**src/design/tcce_pkg.sv**
```systemverilog
`timescale 1ns / 1ps
// Package for the text console character engine.
// Holds field widths, character and item codes, and the cursor step control struct.
// Depends on nothing.
package tcce_pkg;

   localparam int DEF_COLUMNS = 80;
   localparam int DEF_ROWS    = 25;

   localparam int KIND_W = 2;
   localparam int CHAR_W = 8;
   localparam int ARG_W  = 8;
   localparam int ATTR_W = 8;
   localparam int CELL_W = 16;
   localparam int POS_W  = 11;

   localparam logic [ATTR_W-1:0] RESET_ATTR = 8'h0F;

   localparam logic [CHAR_W-1:0] CH_SPACE = 8'h20;
   localparam logic [CHAR_W-1:0] CH_LF    = 8'h0A;
   localparam logic [CHAR_W-1:0] CH_CR    = 8'h0D;
   localparam logic [CHAR_W-1:0] CH_TAB   = 8'h09;
   localparam logic [CHAR_W-1:0] CH_BS    = 8'h08;

   typedef enum logic [KIND_W-1:0] {
      KIND_CHAR  = 2'd0,
      KIND_SET   = 2'd1,
      KIND_CLEAR = 2'd2,
      KIND_READ  = 2'd3
   } kind_type;

   // Control outcome of one character item.
   typedef struct packed {
      logic wr_en;   // a cell on the cursor row is written
      logic scroll;  // the cursor ran past the last row
   } step_type;

endpackage

```
**src/design/tcce_cursor_step.sv**
```systemverilog
`timescale 1ns / 1ps
// Cursor step logic for one character item: control codes, wrap and scroll detection.
// Depends on tcce_pkg.
module tcce_cursor_step #(
   parameter int COLUMNS = tcce_pkg::DEF_COLUMNS,
   parameter int ROWS    = tcce_pkg::DEF_ROWS
) (
   input  logic [$clog2(COLUMNS)-1:0]  cur_col,
   input  logic [$clog2(ROWS)-1:0]     cur_row,
   input  logic [tcce_pkg::CHAR_W-1:0] ch,
   output logic [$clog2(COLUMNS)-1:0]  next_col,
   output logic [$clog2(ROWS)-1:0]     next_row,
   output logic [$clog2(COLUMNS)-1:0]  wr_col,
   output logic [tcce_pkg::CHAR_W-1:0] wr_char,
   output tcce_pkg::step_type          ctl
);
   import tcce_pkg::*;

   localparam int COL_W = $clog2(COLUMNS);
   localparam int ROW_W = $clog2(ROWS);

   logic [COL_W:0] col_wide;
   logic [COL_W:0] col_new;
   logic           row_adv;

   always_comb begin
      col_wide = {1'b0, cur_col};
      col_new  = col_wide;
      row_adv  = 1'b0;
      wr_col   = cur_col;
      wr_char  = ch;
      ctl      = '0;

      unique case (ch)
         CH_LF: begin
            col_new = '0;
            row_adv = 1'b1;
         end
         CH_CR: begin
            col_new = '0;
         end
         CH_TAB: begin
            col_new = (col_wide + (COL_W+1)'(4)) & ~(COL_W+1)'(3);
         end
         CH_BS: begin
            if (cur_col != '0) begin
               col_new   = col_wide - (COL_W+1)'(1);
               wr_col    = cur_col - COL_W'(1);
               wr_char   = CH_SPACE;
               ctl.wr_en = 1'b1;
            end
         end
         default: begin
            col_new   = col_wide + (COL_W+1)'(1);
            ctl.wr_en = 1'b1;
         end
      endcase

      // Running off the right edge wraps to the start of the next row.
      if (col_new >= (COL_W+1)'(COLUMNS)) begin
         col_new = '0;
         row_adv = 1'b1;
      end

      next_col = col_new[COL_W-1:0];
      next_row = cur_row;
      if (row_adv) begin
         if (cur_row == ROW_W'(ROWS - 1)) begin
            ctl.scroll = 1'b1;
         end else begin
            next_row = cur_row + ROW_W'(1);
         end
      end
   end

endmodule

```
**config.mk**
```make
export PLATFORM = sky130hd
export DESIGN_NAME = tcce_cursor_step
export DESIGN_NICKNAME = d
export VERILOG_FILES = /design/src/design/tcce_pkg.sv /design/src/design/tcce_cursor_step.sv
export SDC_FILE = /design/constraint.sdc
export NUM_CORES = 1
export LEC_CHECK = 0
export ABC_AREA = 1
export BUFFER_PORTS_ARGS = -buffer_cell sky130_fd_sc_hd__buf_2
export CAP_MARGIN = 20
export CORE_UTILIZATION = 49
export DETAILED_ROUTE_END_ITERATION = 6
export PLACE_DENSITY = 0.85
export SLEW_MARGIN = 20
export SYNTH_ARGS = -nofsm -noshare
export SYNTH_HDL_FRONTEND = slang
export SYNTH_SLANG_ARGS = --single-unit
```
**constraint.sdc**
```tcl
create_clock -name vclk -period 2.3
set_input_delay 0.46 -clock vclk [all_inputs]
set_output_delay 0.46 -clock vclk [all_outputs]
set_load 0.02 [all_outputs]
```
==> flow_summary.yaml, run 1 <==
status:
  status: "did not finish"
  lastStage: "global routing"
  stop_error: "[ERROR GRT-0232] Routing congestion too high. Check the congestion heatmap in the GUI."
die:
  die_w_um: 46.8
  initial_utilization_pct: 54.7
  row_count: 15
  die_h_um: 46.8
  ios: 49
timing:
  worst_endpoint_kind: "output port"
  timing.grt.repair.worst_endpoint: "next_row[1]"
global_route:
  grt-ovfl-total: 146
  grt.total_usage_pct: 86.5
  grt_max_degree: 9
synthesis:
  postSynthCellCount: 170
  syn-cell-area_sq_um: 985
  yosysSeqAreaShare_pct: 0
  synth_area_leaders: "nand2_1 15%, ha_1 7.6%, xor2_1 7.1%"
  ys_types: 30
  yosys_warnings: 0
  synth_top_area_share_pct: 15.2
  synth_nets: 196
  yosysTopAreaCell: "nand2_1"
  syn_area_per_cell_sq_um: 5.79
clocking:
  cts_hold_buf: 0
placed_design:
  dpl.hpwl_mm: 2.59
  port_buffers: 49
  gp_congestion: 0.923
## cells by family after synthesis
group                      synth area share, %
xor gates and xnor gates                  8.90
buffers and inverters                     14.6
AOI/OAI and AO/OA                         11.3
adders and majority gates                 7.62
and+or+nand+nor                           57.6
## metal layers
metal | global-route usage (%) | overflow
met1 | 76.1 | 0
met2 | 127 | 112
met3 | 46.5 | 0
met4 | 106 | 34
met5 | 10.0 | 0
## Yosys cell counts (all sizes together)
| cell type | instances |
|---|---|
| nand2 | 47 |
| inv | 21 |
| nor2 | 21 |
| nand3 | 18 |
| nand4 | 10 |
| o21ai | 10 |
| xor2 | 8 |
| a21oi | 6 |
| clkbuf | 6 |
| ha | 6 |
| buf | 3 |
| clkinv | 3 |
| nor3 | 3 |
| o22ai | 2 |
| or2 | 2 |
| xnor2 | 2 |
| o211ai | 1 |
| o21bai | 1 |
## stage by stage
stage | setup TNS, ns | std cells | setup slack [ns] | area [sq um]
floorplan | -0.273 | 170 | -0.0792 | 991
global placement | -1.78 | 257 | -0.154 | 1380
detailed placement | -2.77 | 257 | -0.232 | 1380
CTS | -0.387 | 263 | -0.0583 | 1610
## timing repair
action                                  CTS
setup buffers                             6
hold endpoints to repair                  0
pin swaps                                18
resized for setup                        51
endpoints found under the setup margin   15
==> run 2: changes to the inputs <==
- CORE_AREA: not set -> 2 2 63 65
- CORE_UTILIZATION: 49 -> not set
- DIE_AREA: not set -> 0 0 65 67
- PLACE_DENSITY: 0.85 -> not set
- PLACE_DENSITY_LB_ADDON: not set -> 0.15
==> run 2 against run 1 <==
Effect of this change:
- the flow now finishes, with violations (negative setup slack)
- synthesized area stayed put
- synthesized cell count stayed put
==> flow_summary.yaml, run 2 <==
status:
  status: "finished with violations"
  failed_checks: "negative setup slack"
pwr:
  p_leak_uw: 0.000890
  ir_drop_v: 0.0000771
  power_density_nw_per_um2: 198
timing:
  finalMaxSlewViolations: 0
  relSlewSlack_pct: 72.5
  worst_pin_slew_ns: 0.410
  min_period_ns: 2.36
  finalCritPeriodShare_pct: 103
  worst_slack_ns: -0.0590
  rsz0062_at_grt: "yes"
  max_freq_ghz: 0.424
  finalSetupViolCount: 9
  hold_violations: 0
cells_and_area:
  areaGrowthSynthToFinish_pct: 86.5
  antenna_cells: 0
  clkbuf_count: 0
  ff_latch_area_sq_um: 0
  instances_no_fill: 292
  layout_commonest_cell: "buf_2"
  layout_common_cells: "31 x buf_2, 30 x buf_4, 28 x nand2_1"
  final_nets: 272
  seq_cells: 0
  drive_gt1_share_pct: 59.4
worst_setup_path:
  crit_arrival_ns: 1.90
  crit_chain: "buf_8 -> buf_12 -> ha_4 -> nand2_2 -> xor2_1 -> a21oi_2 -> nor2_4 -> nand3_4 -> nand2_8 -> nand3_4 -> nand2_1 -> nand2_1 -> buf_2"
  slowest_delay_ns: 0.18
  slowest_stage: "xor2_1"
  path_buf_inv: 3
  cp_max_fo: 8
  worst-setup-path-type: "in -> out"
  cp.required_ns: 1.84
  startpoint_type: "input port"
  critPathTopFamily: "simple AND/OR/NAND/NOR gates"
  end_kind: "output port"
route:
  route.detailed.drc: 0
  dr.pass1.iters: 4
  avgRoutedWirePerCell_um: 11.3
  ant_nets: 0
  drtIter0Drc: 37
  routed_via_density: 4.56
  wl_mm: 3.31
  vias: 1331
placed_design:
  port_buffers: 49
  place_inst: 285
  dpl.hpwl_mm: 2.56
  dp_slack_ns: -0.231
  gp_congestion: 0.867
synthesis:
  ys_types: 30
  syn-cell-area_sq_um: 985
  synth_area_leaders: "nand2_1 15%, ha_1 7.6%, xor2_1 7.1%"
  synth_nets: 196
  yosys_warnings: 0
  yosysSeqAreaShare_pct: 0
  syn_area_per_cell_sq_um: 5.79
  yosys.cell_count.top_type: "nand2_1"
  synth_top_area_share_pct: 15.2
  postSynthCellCount: 170
  synth_common_cells: "40 x nand2_1, 17 x inv_1, 13 x nand3_1, 13 x nor2_1, 10 x nand4_1"
  yosysTopAreaCell: "nand2_1"
die:
  ios: 49
  die_area_sq_um: 4360
  row_count: 22
  core-area_sq_um: 3610
  initial_utilization_pct: 27.3
  die_h_um: 67
  die_w_um: 65
run:
  max_cap_violations: 0
clocking:
  cts_hold_buf: 0
global_route:
  grt_pass1_wl_mm: 5.41
  grt_max_degree: 10
  grt.total_usage_pct: 15.2
  antenna_found_initial: 0
  grt_pass1_vias: 1255
  grt-ovfl-total: 0
hold_path:
  hp-class: "in -> out"
## run 2: final timing paths
| kind | startpoint | to | slack (ns) | cells after the start |
|---|---|---|---|---|
| max | cur_col[3] | next_row[1] | -0.06 | 13 |
| min | ch[6] | wr_char[6] | 1.15 | 2 |
## run 2: routing by layer
metal	up-vias	share of wire [%]	track usage, %
met2	32	49	27.8
met3	0	3.0	0.338
met4	0	0	0
li1	707	-	-
met5	-	0	0
met1	592	49	20.9
## run 2: metrics by stage
stage / area [sq um] / total power (uW) / utilization [%] / hold WS [ns] / TNS (ns)
floorplan: 991 / 167 / - / 1.06 / -0.273
global placement: 1470 / 277 / 40.8 / 1.15 / -2.48
detailed placement: 1470 / 275 / 40.8 / 1.15 / -2.82
CTS: 1670 / 321 / 46.4 / 1.15 / -0.281
global route: 1840 / 391 / 50.9 / 1.17 / -1.74
finish: 1840 / 364 / 50.9 / 1.15 / -0.304
## run 2: cell families (layout without fill, tap and decap cells)
| logic type | count (synthesis) | count (layout) | share of synthesized area [%] |
|---|---|---|---|
| simple gates | 101 | 101 | 57.6 |
| xor+xnor | 10 | 10 | 8.90 |
| buf+inv | 33 | 107 | 14.6 |
| fa+ha+maj | 6 | 6 | 7.62 |
| compound gates | 20 | 20 | 11.3 |
## run 2: power by group
group / internal, uW / leakage, uW / switching (uW)
logic: 166 / 0.000890 / 199
registers: 0 / 0 / 0
clock network: 0 / 0 / 0
total: 166 / 0.000890 / 199
## run 2: repair_timing
action,in CTS,in global routing
buffers inserted,4,3
cloned,0,0
pin swaps,15,17
resized for setup,47,41
setup endpoints to repair,14,15
## run 2: final cells by class
type / instances / area (sq um)
multi-input combinational: 137 / 1020
fill: 368 / 1770
tap: 48 / 60.1
timing repair buffer: 83 / 649
inverter: 24 / 104
Power figures use the tool's default switching activity.
